$ cat config.mk
export PLATFORM = sky130hd
export DESIGN_NAME = button_keystroke_autorepeat_unit_flat
export DESIGN_NICKNAME = d
export VERILOG_FILES = /design/src/design/bka_pkg.sv /design/src/design/bka_if.sv /design/src/design/button_keystroke_autorepeat_unit.sv /design/src/flat_wrapper.sv
export VERILOG_INCLUDE_DIRS = /design/src /design/src/design
export SDC_FILE = /design/constraint.sdc
export NUM_CORES = 1
export LEC_CHECK = 0
export BUFFER_PORTS_ARGS = -buffer_cell sky130_fd_sc_hd__buf_2
export CAP_MARGIN = 20
export CORE_MARGIN = 2
export CORE_UTILIZATION = 61
export DETAILED_ROUTE_END_ITERATION = 12
export PLACE_DENSITY = 0.9
export SYNTH_ARGS = -nofsm -noshare
export SYNTH_HDL_FRONTEND = slang
export SYNTH_SLANG_ARGS = --single-unit
$ cat constraint.sdc
create_clock -name clk -period 4.7 [get_ports clk]
set_clock_uncertainty 0.1 [all_clocks]
set_input_delay 0.705 -clock clk [delete_from_list [all_inputs] [get_ports clk]]
set_output_delay 0.705 -clock clk [all_outputs]
set_load 0.005 [all_outputs]
$ cat src/design/button_keystroke_autorepeat_unit_assert.svh
// ----------------------------------------------------------------------------
// Assertion macros for the button keystroke autorepeat unit
// Concurrent checks, dropped from synthesis builds.
// ----------------------------------------------------------------------------
`ifndef BUTTON_KEYSTROKE_AUTOREPEAT_UNIT_ASSERT_SVH
`define BUTTON_KEYSTROKE_AUTOREPEAT_UNIT_ASSERT_SVH

`ifndef SYNTHESIS

// explicit clock and active-low reset
`define BKA_ASSERT_CLK_RST(lbl, clk_sig, rst_n_sig, prop, msg) \
	lbl: assert property (@(posedge clk_sig) disable iff (!rst_n_sig) (prop)) \
		else $error(msg);

// house clock and reset
`define BKA_ASSERT(lbl, prop, msg) \
	`BKA_ASSERT_CLK_RST(lbl, clk, arst_n, prop, msg)

`else

`define BKA_ASSERT_CLK_RST(lbl, clk_sig, rst_n_sig, prop, msg)
`define BKA_ASSERT(lbl, prop, msg)

`endif

`endif

$ cat src/design/bka_pkg.sv
// ----------------------------------------------------------------------------
// bka_pkg
// Types and constants of the button keystroke autorepeat unit.
// ----------------------------------------------------------------------------
package bka_pkg;

	localparam int NUM_BUTTONS = 14;
	localparam int BTN_IDX_W   = $clog2(NUM_BUTTONS);
	localparam int CNT_W       = 6;
	localparam int USER_W      = 2;
	localparam int KIND_W      = 2;

	localparam logic [CNT_W-1:0] RESET_REPEAT_PERIOD = CNT_W'(5);
	localparam logic [CNT_W-1:0] RESET_RELEASE_DELAY = CNT_W'(5 * 4);

	typedef enum logic [1:0] {
		PH_IDLE   = 2'd0,
		PH_DOWN   = 2'd1,
		PH_REPEAT = 2'd2,
		PH_UP     = 2'd3
	} phase_t;

	typedef enum logic [KIND_W-1:0] {
		KIND_DOWN   = 2'd0,
		KIND_REPEAT = 2'd1,
		KIND_UP     = 2'd2
	} kind_t;

	typedef enum logic [0:0] {
		REG_REPEAT_PERIOD = 1'b0,
		REG_RELEASE_DELAY = 1'b1
	} reg_idx_t;

	typedef enum logic [1:0] {
		ST_IDLE   = 2'd0,
		ST_SCAN   = 2'd1,
		ST_FINISH = 2'd2
	} state_t;

endpackage

$ cat src/design/bka_if.sv
// ----------------------------------------------------------------------------
// bka_if
// Valid/ready channels: poll words in, keystroke words out.
// ----------------------------------------------------------------------------
interface bka_in_if;
	logic                            valid;
	logic                            ready;
	logic [bka_pkg::NUM_BUTTONS-1:0] buttons_pressed;
	logic [bka_pkg::USER_W-1:0]      user_index;

	modport source (output valid, output buttons_pressed, output user_index, input ready);
	modport sink   (input valid, input buttons_pressed, input user_index, output ready);
endinterface

interface bka_out_if;
	logic                          valid;
	logic                          ready;
	logic                          event_valid;
	logic [bka_pkg::BTN_IDX_W-1:0] button_index;
	logic [bka_pkg::KIND_W-1:0]    event_kind;
	logic [bka_pkg::USER_W-1:0]    user_echo;

	modport source (output valid, output event_valid, output button_index,
		output event_kind, output user_echo, input ready);
	modport sink   (input valid, input event_valid, input button_index,
		input event_kind, input user_echo, output ready);
endinterface

$ cat src/design/button_keystroke_autorepeat_unit.sv
// ----------------------------------------------------------------------------
// button_keystroke_autorepeat_unit
// Typematic key-down / repeat / key-up events from polled button bits.
// ----------------------------------------------------------------------------
//  channel     dir  word
//  poll        in   buttons_pressed, user_index
//  keystroke   out  event_valid, button_index, event_kind, user_echo
//  cfg_*       in   register write (index, 6-bit data)
//
//  A poll is accepted, then the scan visits the buttons in turn through
//  one shared step unit over the button state (up to 14 buttons), and the
//  result is then moved into the output register.
//  Reset leaves every button idle with a zero counter; no clearing pass.
//  A stalled output holds the finished poll; the next poll is taken once the
//  output register is free again.
// ----------------------------------------------------------------------------
`include "button_keystroke_autorepeat_unit_assert.svh"

module button_keystroke_autorepeat_unit (
	input  logic                        clk,
	input  logic                        arst_n,
	bka_in_if.sink                      poll,
	bka_out_if.source                   keystroke,
	input  logic                        cfg_wr_en,
	input  logic [0:0]                  cfg_index,
	input  logic [bka_pkg::CNT_W-1:0]   cfg_data
);

	localparam logic [bka_pkg::BTN_IDX_W-1:0] LAST_IDX =
		bka_pkg::BTN_IDX_W'(bka_pkg::NUM_BUTTONS - 1);

	bka_pkg::state_t                 state_q, state_d;
	logic [bka_pkg::CNT_W-1:0]       repeat_period_q, release_delay_q;

	bka_pkg::phase_t                 phase_q [bka_pkg::NUM_BUTTONS];
	logic [bka_pkg::CNT_W-1:0]       count_q [bka_pkg::NUM_BUTTONS];

	logic [bka_pkg::NUM_BUTTONS-1:0] pressed_q;
	logic [bka_pkg::USER_W-1:0]      user_q;
	logic [bka_pkg::BTN_IDX_W-1:0]   scan_idx_q;

	logic                            res_valid_q;
	logic [bka_pkg::BTN_IDX_W-1:0]   res_idx_q;
	bka_pkg::kind_t                  res_kind_q;

	logic                            out_valid_q;
	logic                            out_event_q;
	logic [bka_pkg::BTN_IDX_W-1:0]   out_idx_q;
	bka_pkg::kind_t                  out_kind_q;
	logic [bka_pkg::USER_W-1:0]      out_user_q;

	logic                            poll_accept, out_load, scan_end;

	// step unit
	logic                            held, cnt_zero, hit, stop, last;
	bka_pkg::phase_t                 ph, ph_nx;
	logic [bka_pkg::CNT_W-1:0]       cnt, cnt_nx;
	bka_pkg::kind_t                  kind;

	assign poll.ready  = (state_q == bka_pkg::ST_IDLE);
	assign poll_accept = poll.valid && poll.ready;

	always_comb begin
		held     = pressed_q[scan_idx_q];
		ph       = phase_q[scan_idx_q];
		cnt      = count_q[scan_idx_q];
		cnt_zero = (cnt == '0);
		hit      = 1'b0;
		stop     = 1'b0;
		kind     = bka_pkg::KIND_DOWN;
		ph_nx    = ph;
		cnt_nx   = cnt;
		if (held) begin
			unique case (ph)
				bka_pkg::PH_IDLE: begin
					ph_nx = bka_pkg::PH_DOWN;
					hit   = 1'b1;
					stop  = 1'b1;
				end
				bka_pkg::PH_DOWN, bka_pkg::PH_REPEAT: begin
					if (cnt_zero) begin
						cnt_nx = repeat_period_q;
						ph_nx  = bka_pkg::PH_REPEAT;
						kind   = bka_pkg::KIND_REPEAT;
						hit    = 1'b1;
						stop   = 1'b1;
					end else begin
						cnt_nx = cnt - 1'b1;
					end
				end
				bka_pkg::PH_UP: begin
					// held while up: wait
				end
				default: begin
				end
			endcase
		end else begin
			unique case (ph)
				bka_pkg::PH_DOWN, bka_pkg::PH_REPEAT: begin
					cnt_nx = release_delay_q;
					ph_nx  = bka_pkg::PH_UP;
					kind   = bka_pkg::KIND_UP;
					hit    = 1'b1;
					stop   = 1'b1;
				end
				bka_pkg::PH_UP: begin
					// silent clear
					ph_nx = bka_pkg::PH_IDLE;
					stop  = 1'b1;
				end
				bka_pkg::PH_IDLE: begin
				end
				default: begin
				end
			endcase
		end
		last = (scan_idx_q == LAST_IDX);
	end

	assign scan_end = stop || last;

	always_ff @(posedge clk or negedge arst_n) begin
		if (!arst_n) begin
			state_q <= bka_pkg::ST_IDLE;
		end else begin
			state_q <= state_d;
		end
	end

	always_comb begin
		state_d  = state_q;
		out_load = 1'b0;
		unique case (state_q)
			bka_pkg::ST_IDLE: begin
				if (poll_accept) begin
					state_d = bka_pkg::ST_SCAN;
				end
			end
			bka_pkg::ST_SCAN: begin
				if (scan_end) begin
					state_d = bka_pkg::ST_FINISH;
				end
			end
			bka_pkg::ST_FINISH: begin
				if (!out_valid_q || keystroke.ready) begin
					out_load = 1'b1;
					state_d  = bka_pkg::ST_IDLE;
				end
			end
			default: begin
				state_d = bka_pkg::ST_IDLE;
			end
		endcase
	end

	always_ff @(posedge clk or negedge arst_n) begin
		if (!arst_n) begin
			repeat_period_q <= bka_pkg::RESET_REPEAT_PERIOD;
			release_delay_q <= bka_pkg::RESET_RELEASE_DELAY;
		end else if (cfg_wr_en) begin
			unique case (cfg_index)
				bka_pkg::REG_REPEAT_PERIOD: repeat_period_q <= cfg_data;
				bka_pkg::REG_RELEASE_DELAY: release_delay_q <= cfg_data;
				default: begin
				end
			endcase
		end
	end

	always_ff @(posedge clk or negedge arst_n) begin
		if (!arst_n) begin
			for (int i = 0; i < bka_pkg::NUM_BUTTONS; i++) begin
				phase_q[i] <= bka_pkg::PH_IDLE;
				count_q[i] <= '0;
			end
		end else if (state_q == bka_pkg::ST_SCAN) begin
			phase_q[scan_idx_q] <= ph_nx;
			count_q[scan_idx_q] <= cnt_nx;
		end
	end

	always_ff @(posedge clk or negedge arst_n) begin
		if (!arst_n) begin
			scan_idx_q  <= '0;
			res_valid_q <= 1'b0;
		end else if (poll_accept) begin
			scan_idx_q  <= '0;
			res_valid_q <= 1'b0;
		end else if (state_q == bka_pkg::ST_SCAN) begin
			if (!scan_end) begin
				scan_idx_q <= scan_idx_q + 1'b1;
			end
			if (hit) begin
				res_valid_q <= 1'b1;
			end
		end
	end

	always_ff @(posedge clk) begin
		if (poll_accept) begin
			pressed_q  <= poll.buttons_pressed;
			user_q     <= poll.user_index;
			res_idx_q  <= '0;
			res_kind_q <= bka_pkg::KIND_DOWN;
		end else if (state_q == bka_pkg::ST_SCAN && hit) begin
			res_idx_q  <= scan_idx_q;
			res_kind_q <= kind;
		end
	end

	always_ff @(posedge clk or negedge arst_n) begin
		if (!arst_n) begin
			out_valid_q <= 1'b0;
		end else if (out_load) begin
			out_valid_q <= 1'b1;
		end else if (keystroke.ready) begin
			out_valid_q <= 1'b0;
		end
	end

	always_ff @(posedge clk) begin
		if (out_load) begin
			out_event_q <= res_valid_q;
			out_idx_q   <= res_idx_q;
			out_kind_q  <= res_kind_q;
			out_user_q  <= user_q;
		end
	end

	assign keystroke.valid        = out_valid_q;
	assign keystroke.event_valid  = out_event_q;
	assign keystroke.button_index = out_idx_q;
	assign keystroke.event_kind   = out_kind_q;
	assign keystroke.user_echo    = out_user_q;

	`BKA_ASSERT(a_accept_starts_scan, poll_accept |=> (state_q == bka_pkg::ST_SCAN) && (scan_idx_q == '0), "poll accepted but scan did not start at button zero")
	`BKA_ASSERT(a_scan_idx_range, (state_q == bka_pkg::ST_SCAN) |-> (scan_idx_q <= LAST_IDX), "scan index past last button")
	`BKA_ASSERT(a_no_event_zero, (keystroke.valid && !keystroke.event_valid) |-> ((keystroke.button_index == '0) && (keystroke.event_kind == bka_pkg::KIND_DOWN)), "empty keystroke word carries non-zero index or kind")
	`BKA_ASSERT(a_out_from_finish, $rose(out_valid_q) |-> $past(state_q == bka_pkg::ST_FINISH), "output word raised outside finish state")

endmodule

$ cat src/flat_wrapper.sv
// flat-port wrapper written by rule: the top's interface ports become plain ports
module button_keystroke_autorepeat_unit_flat 
  (clk, arst_n, cfg_wr_en, cfg_index, cfg_data, poll_valid, poll_buttons_pressed, poll_user_index, poll_ready, keystroke_valid, keystroke_event_valid, keystroke_button_index, keystroke_event_kind, keystroke_user_echo, keystroke_ready);
  bka_in_if poll_i ();
  bka_out_if keystroke_i ();
  input  logic clk;
  input  logic arst_n;
  input  logic cfg_wr_en;
  input  logic [0:0] cfg_index;
  input  logic [bka_pkg::CNT_W-1:0] cfg_data;
  input wire logic [$bits(poll_i.valid)-1:0] poll_valid;
  input wire logic [$bits(poll_i.buttons_pressed)-1:0] poll_buttons_pressed;
  input wire logic [$bits(poll_i.user_index)-1:0] poll_user_index;
  output wire logic [$bits(poll_i.ready)-1:0] poll_ready;
  output wire logic [$bits(keystroke_i.valid)-1:0] keystroke_valid;
  output wire logic [$bits(keystroke_i.event_valid)-1:0] keystroke_event_valid;
  output wire logic [$bits(keystroke_i.button_index)-1:0] keystroke_button_index;
  output wire logic [$bits(keystroke_i.event_kind)-1:0] keystroke_event_kind;
  output wire logic [$bits(keystroke_i.user_echo)-1:0] keystroke_user_echo;
  input wire logic [$bits(keystroke_i.ready)-1:0] keystroke_ready;
  assign poll_i.valid = poll_valid;
  assign poll_i.buttons_pressed = poll_buttons_pressed;
  assign poll_i.user_index = poll_user_index;
  assign poll_ready = poll_i.ready;
  assign keystroke_valid = keystroke_i.valid;
  assign keystroke_event_valid = keystroke_i.event_valid;
  assign keystroke_button_index = keystroke_i.button_index;
  assign keystroke_event_kind = keystroke_i.event_kind;
  assign keystroke_user_echo = keystroke_i.user_echo;
  assign keystroke_i.ready = keystroke_ready;
  button_keystroke_autorepeat_unit u_core (.clk(clk), .arst_n(arst_n), .poll(poll_i), .keystroke(keystroke_i), .cfg_wr_en(cfg_wr_en), .cfg_index(cfg_index), .cfg_data(cfg_data));
endmodule
==> results of run 1 <==
## power breakdown
part / leakage, nW / internal (mW) / switching, mW
combinational: 1.40 / 0.890 / 1.45
clock: 0.283 / 0.816 / 0.551
sequential: 2.04 / 1.78 / 0.217
## final cells by class
type                            instances  area, µm²  area share
Inverter                               11       41.3     0.00490
Tap cell                              147        184      0.0218
Timing Repair Buffer                   58        363      0.0431
Multi-Input combinational cell        384       3080       0.365
Clock inverter                          7       68.8     0.00817
Sequential cell                       163       4180       0.496
Clock buffer                           24        514      0.0610
## registers in the layout (all words and copies together), names as in the netlist, 4 cells and up
register / cells
u_core.pressed_q: 14
u_core.scan_idx_q: 4
u_core.res_idx_q: 4
u_core.release_delay_q: 6
u_core.repeat_period_q: 6
u_core.keystroke.button_index: 4
u_core.phase_q: 28
u_core.count_q: 84
## cells in the mapped netlist, drive strengths merged (2+ instances only)
master,count,area (µm²)
nand2b,4,25.0
o22ai,4,25.0
inv,10,37.5
nand3b,2,15.0
nand2,47,176
mux4,20,450
nor2,54,203
ha,8,100
a22o,3,26.3
a222oi,2,20.0
and2,2,12.5
buf,16,85.1
dfxtp,6,120
nor3,9,45.0
a211oi,5,42.5
mux2i,19,190
nand3,7,35.0
and3b,2,17.5
nand4,3,18.8
nor2b,6,37.5
a221o,2,20.0
a31o,2,17.5
mux2,92,1040
dfstp,4,105
dfrtp,128,3200
nand4b,4,35.0
edfxtp,25,751
a21oi,40,200
o22a,2,17.5
clkbuf,27,101
and3,4,25.0
o211ai,7,52.6
o21ai,20,100
## critical path: cells and delay by family (launching register included)
family,cells,cell delay [ns]
flops,1,0.75
fa+ha+maj,1,0.32
simple gates,4,1.72
compound gates,3,1.36
## routing by layer
metal / wire length, µm / part of all wire / global-route usage
met1: 6730 / 0.39 / 0.357
met2: 8290 / 0.48 / 0.449
met3: 1430 / 0.083 / 0.0664
met4: 714 / 0.042 / 0.145
met5: 0 / 0 / 0
## cells by family (layout without fill, tap and decap cells)
group | Yosys count | after routing | share of synthesized area
AO/OA/AOI/OAI | 95 | 95 | 0.0786
XOR/XNOR | 1 | 1 | 0.00117
adder cells (fa/ha/maj) | 8 | 8 | 0.0134
buffers and inverters | 54 | 100 | 0.0304
flip-flops | 163 | 163 | 0.559
multiplexers | 131 | 131 | 0.224
AND/OR/NAND/NOR | 149 | 149 | 0.0935
## worst paths after layout
path                       depth (start not counted)                  from                             to
max                                                8  u_core.scan_idx_q[3]             u_core.count_q[36]
min reg2reg                                        0      u_core.user_q[1]  u_core.keystroke.user_echo[1]
min                                                1                arst_n              u_core.count_q[4]
max in group asynchronous                          3                arst_n           u_core.scan_idx_q[1]
max reg2reg                                        8  u_core.scan_idx_q[3]             u_core.count_q[36]
min in group clk                                   0      u_core.user_q[1]  u_core.keystroke.user_echo[1]
## stage by stage
step / instances / total power [mW] / worst slack, ns / hold WS [ns]
2_1_floorplan: 601 / 3.67 / 0.609 / 0.300
3_3_place_gp: 761 / 4.16 / 0.465 / 0.311
3_5_place_dp: 761 / 4.28 / 0.310 / 0.318
4_1_cts: 792 / 5.66 / 0.234 / 0.330
5_1_grt: 794 / 6.01 / 0.0894 / 0.0893
6_report: 794 / 5.70 / 0.269 / 0.0697
## repair_timing
action                                  4_1_cts  5_1_grt
gates resized for setup                       0        1
setup buffers                                 0        0
endpoints found under the setup margin        0       14
==> impl_metrics.env, run 1 <==
export IMPL_io_pins=39
export IMPL_period_minus_slack_ns=4.43
export IMPL_path_cells="nor3b_1 > a211oi_1 > ha_1 > or4b_1 > nor4_4 > or3_1 > o211ai_1 > a21oi_1"
export IMPL_rows=40
export IMPL_mostFrequentLayoutCells="dfrtp_1 (127), mux2_2 (92), nor2_1 (54)"
export IMPL_ir_drop_mv=0.313
export IMPL_grt_pass1_wl_mm=27.3
export IMPL_rsz0062_at_grt="false"
export IMPL_drt_pass1_iterations=6
export IMPL_synth_seq_area_share=0.559
export IMPL_routed_via_density=6.52
export IMPL_power_density_nw_per_um2=677
export IMPL_cpMaxStageDelayCell="nor3b_1"
export IMPL_max_stage_delay_ns=0.92
export IMPL_vias=5173
export IMPL_drive_above_1_share=0.321
export IMPL_hold_buffers=0
export IMPL_synth_seq_cells=163
export IMPL_cts_tree="done"
export IMPL_antenna_left=0
export IMPL_clock_latency_ns=0.44
export IMPL_syn_to_final_growth_pct=12.7
export IMPL_antenna_cells=0
export IMPL_hold_viol=0
export IMPL_post_drt_wl_per_cell_um=21.6
export IMPL_cp_end_kind="flop"
export IMPL_die_y_um=115
export IMPL_totalWireLength_mm=17.2
export IMPL_globalRouteOverflowTotal=0
export IMPL_worstMarginPinSlew_ns=1.17
export IMPL_initial_core_util=0.623
export IMPL_max_slew_margin_rel=0.215
export IMPL_place_congestion=0.914
export IMPL_outcome="finished, final reports clean"
export IMPL_syn_inst=601
export IMPL_path_clk_slew_ns=0.06
export IMPL_hold_path_class="in2async"
export IMPL_finalMaxSlewViolations=0
export IMPL_setup_violations_final=0
export IMPL_synth_edf_count=25
export IMPL_start_kind="flop"
export IMPL_reg2reg_slack_ns=0.27
export IMPL_finalNetCount=671
export IMPL_postSynth_asyncResetShare=0.810
export IMPL_grt_max_degree=91
export IMPL_dp_final_hpwl_mm=11.2
export IMPL_finish_utilization=0.702
export IMPL_n_fill_cell=764
export IMPL_setup_tns_ns=0
export IMPL_coreArea_um2=12000
export IMPL_cp_max_fo=20
export IMPL_syn_nets=637
export IMPL_grt_pass1_vias=5342
export IMPL_port_buffers=38
export IMPL_synth_main_ff_cell="dfrtp_1"
export IMPL_synth_area_per_cell_um2=12.4
export IMPL_cts_made_buffers=17
export IMPL_drt_iter0_drc=623
export IMPL_fmax_mhz=226
export IMPL_stdcell_area_um2=8430
export IMPL_grt_antenna_before_repair=0
export IMPL_dieArea_um2=13200
export IMPL_yosys_cell_types_count=51
export IMPL_placed_area_um2=7810
export IMPL_required_ns=4.85
export IMPL_cts_sinks=163
export IMPL_drc=0
export IMPL_layout_commonest_cell="dfrtp_1"
export IMPL_grtUsageTotal=0.279
export IMPL_crit_type="reg2reg"
export IMPL_die_width_um=115
export IMPL_min_period_over_period=0.943
export IMPL_cap_violations=0
export IMPL_cp_arrival_ns=4.58
export IMPL_syn_cell_area_um2=7480
export IMPL_leakagePower_nw=3.73
export IMPL_clockBufferDepth=2
export IMPL_ys_warn_count=0
export IMPL_htreeDepth=4
export IMPL_cts_root_buf="clkbuf_16"
(Power assumes the default switching activity.)
==> run 2: changes to the inputs <==
--- a/config.mk
+++ b/config.mk
@@ -8,10 +8,12 @@
 export LEC_CHECK = 0
 export BUFFER_PORTS_ARGS = -buffer_cell sky130_fd_sc_hd__buf_2
 export CAP_MARGIN = 20
+export CELL_PAD_IN_SITES_DETAIL_PLACEMENT = 0
+export CELL_PAD_IN_SITES_GLOBAL_PLACEMENT = 2
 export CORE_MARGIN = 2
-export CORE_UTILIZATION = 61
+export CORE_UTILIZATION = 43
 export DETAILED_ROUTE_END_ITERATION = 12
-export PLACE_DENSITY = 0.9
+export PLACE_DENSITY = 0.91
 export SYNTH_ARGS = -nofsm -noshare
 export SYNTH_HDL_FRONTEND = slang
 export SYNTH_SLANG_ARGS = --single-unit
==> run 2 against run 1 <==
Sequential share of layout area fell by 0.44 points. Setup slack improved by 0.13 ns. Power barely moved. Via count fell by 5.4%. Sequential cell count did not move. Highest routed layer unchanged.
==> impl_metrics.env, run 2 (synthesis gave the netlist of run 1 again) <==
export IMPL_die_y_um=136
export IMPL_finalMaxSlewViolations=0
export IMPL_setup_tns_ns=0
export IMPL_use_met3=0.0474
export IMPL_cts_setup_buffers=0
export IMPL_hold_viol=0
export IMPL_period_minus_slack_ns=4.30
export IMPL_totalWireLength_mm=17.0
export IMPL_antenna_cells=0
export IMPL_max_slew_margin_rel=0.313
export IMPL_cts_tree="done"
export IMPL_leakagePower_nw=3.70
export IMPL_power_mw=5.70
export IMPL_ir_drop_mv=0.380
export IMPL_fmax_mhz=232
export IMPL_cts_sinks=163
export IMPL_cap_violations=0
export IMPL_place_congestion=0.816
export IMPL_worstMarginPinSlew_ns=1.03
export IMPL_busiest_layer="met2"
export IMPL_finalNetCount=672
export IMPL_antenna_left=0
export IMPL_top_register="u_core.count_q"
export IMPL_path_clk_slew_ns=0.06
export IMPL_min_period_over_period=0.915
export IMPL_cp_max_fo=15
export IMPL_htreeDepth=4
export IMPL_io_pins=39
export IMPL_die_width_um=136
export IMPL_drt_pass1_iterations=5
export IMPL_initial_core_util=0.435
export IMPL_outcome="finished, final reports clean"
export IMPL_cp_arrival_ns=4.57
export IMPL_cp_end_kind="flop"
export IMPL_grt_antenna_before_repair=0
export IMPL_rsz0062_at_grt="false"
export IMPL_grt_max_degree=64
export IMPL_top_regs="u_core.count_q (84), u_core.phase_q (28), u_core.pressed_q (14)"
export IMPL_clockBufferDepth=2
export IMPL_grtUsageMet1=0.250
export IMPL_hold_path_class="in2async"
export IMPL_cts_root_buf="clkbuf_16"
export IMPL_dieArea_um2=18500
export IMPL_dp_final_hpwl_mm=11.8
export IMPL_start_kind="flop"
export IMPL_crit_type="reg2reg"
export IMPL_rows=48
export IMPL_drc=0
export IMPL_grt_pass1_wl_mm=27.0
export IMPL_routed_via_density=5.60
export IMPL_drive_above_1_share=0.324
export IMPL_port_buffers=38
export IMPL_globalRouteOverflowTotal=0
export IMPL_power_density_nw_per_um2=670
export IMPL_grt_pass1_vias=4997
export IMPL_post_drt_wl_per_cell_um=19.4
export IMPL_largest_reg_flops=84
export IMPL_n_fill_cell=1541
export IMPL_grtUsageTotal=0.195
export IMPL_required_ns=4.96
export IMPL_vias=4894
export IMPL_hold_buffers=0
export IMPL_mostFrequentLayoutCells="dfrtp_1 (127), mux2_2 (92), nor2_1 (54)"
export IMPL_coreArea_um2=17200
export IMPL_drt_iter0_drc=418
export IMPL_met2_usage=0.331
export IMPL_syn_to_final_growth_pct=13.7
export IMPL_cts_made_buffers=17
export IMPL_clock_latency_ns=0.43
export IMPL_layout_commonest_cell="dfrtp_1"
export IMPL_setup_violations_final=0
[run 2: cell count changes in the layout (fill, tap and decap cells not counted), sizes merged]
cell and change:
clkbuf -6, clkinvlp +3, inv +3, buf +1
clkinv +1
[run 2: cell type report]
type,instances,area (µm²),share of cell area
flip-flops and latches,163,4180,0.492
multi-input cells,384,3080,0.362
clock buffers,18,429,0.0505
repair buffers,59,367,0.0431
well taps,225,282,0.0331
clock inverters,14,128,0.0150
inverters,11,41.3,0.00486
[run 2: worst paths after layout]
path	from	to	slack, ns	cells after the start
min reg2reg	u_core.user_q[0]	u_core.keystroke.user_echo[0]	0.32	0
min in group clk	u_core.user_q[0]	u_core.keystroke.user_echo[0]	0.32	0
min	arst_n	u_core.keystroke.valid	0.27	1
max in group asynchronous	arst_n	u_core.release_delay_q[4]	3.24	2
max reg2reg	u_core.scan_idx_q[1]	u_core.count_q[33]	0.40	10
max	u_core.scan_idx_q[1]	u_core.count_q[33]	0.40	10
[run 2: what timing repair did]
action / in CTS / in global routing
hold endpoints to repair: 0 / 0
setup endpoints to repair: 0 / 14
gates resized for setup: 0 / 1
[run 2: critical path: stages (launching register included)]
cell	delay, ns
dfrtp_2	0.61
buf_4	0.29
mux2_2	0.35
a22o_1	0.20
nor3_1	0.29
ha_1	0.23
or4b_1	0.61
nor4_4	0.58
nor3_1	0.14
o21ai_2	0.55
mux2_2	0.28
[run 2: power breakdown]
part / internal (mW) / switching, mW
clock: 0.732 / 0.573
combinational: 0.918 / 1.49
sequential: 1.78 / 0.213
total: 3.43 / 2.27
[run 2: per-layer routing]
metal | vias to the layer above | wire length, µm
li1 | 2254 | -
met1 | 2508 | 7400
met2 | 117 | 8660
met3 | 15 | 727
met4 | 0 | 163
met5 | - | 0
[run 2: metrics by stage]
stage	hold WS, ns	cell area, µm²	utilization	cells	setup slack (ns)
floorplan	0.300	7480	-	601	0.609
global placement	0.303	7930	0.462	841	0.404
detailed placement	0.307	7930	0.462	841	0.215
CTS	0.289	8490	0.494	873	0.169
global route	0.328	8500	0.495	874	0.140
finish	0.266	8500	0.495	874	0.398
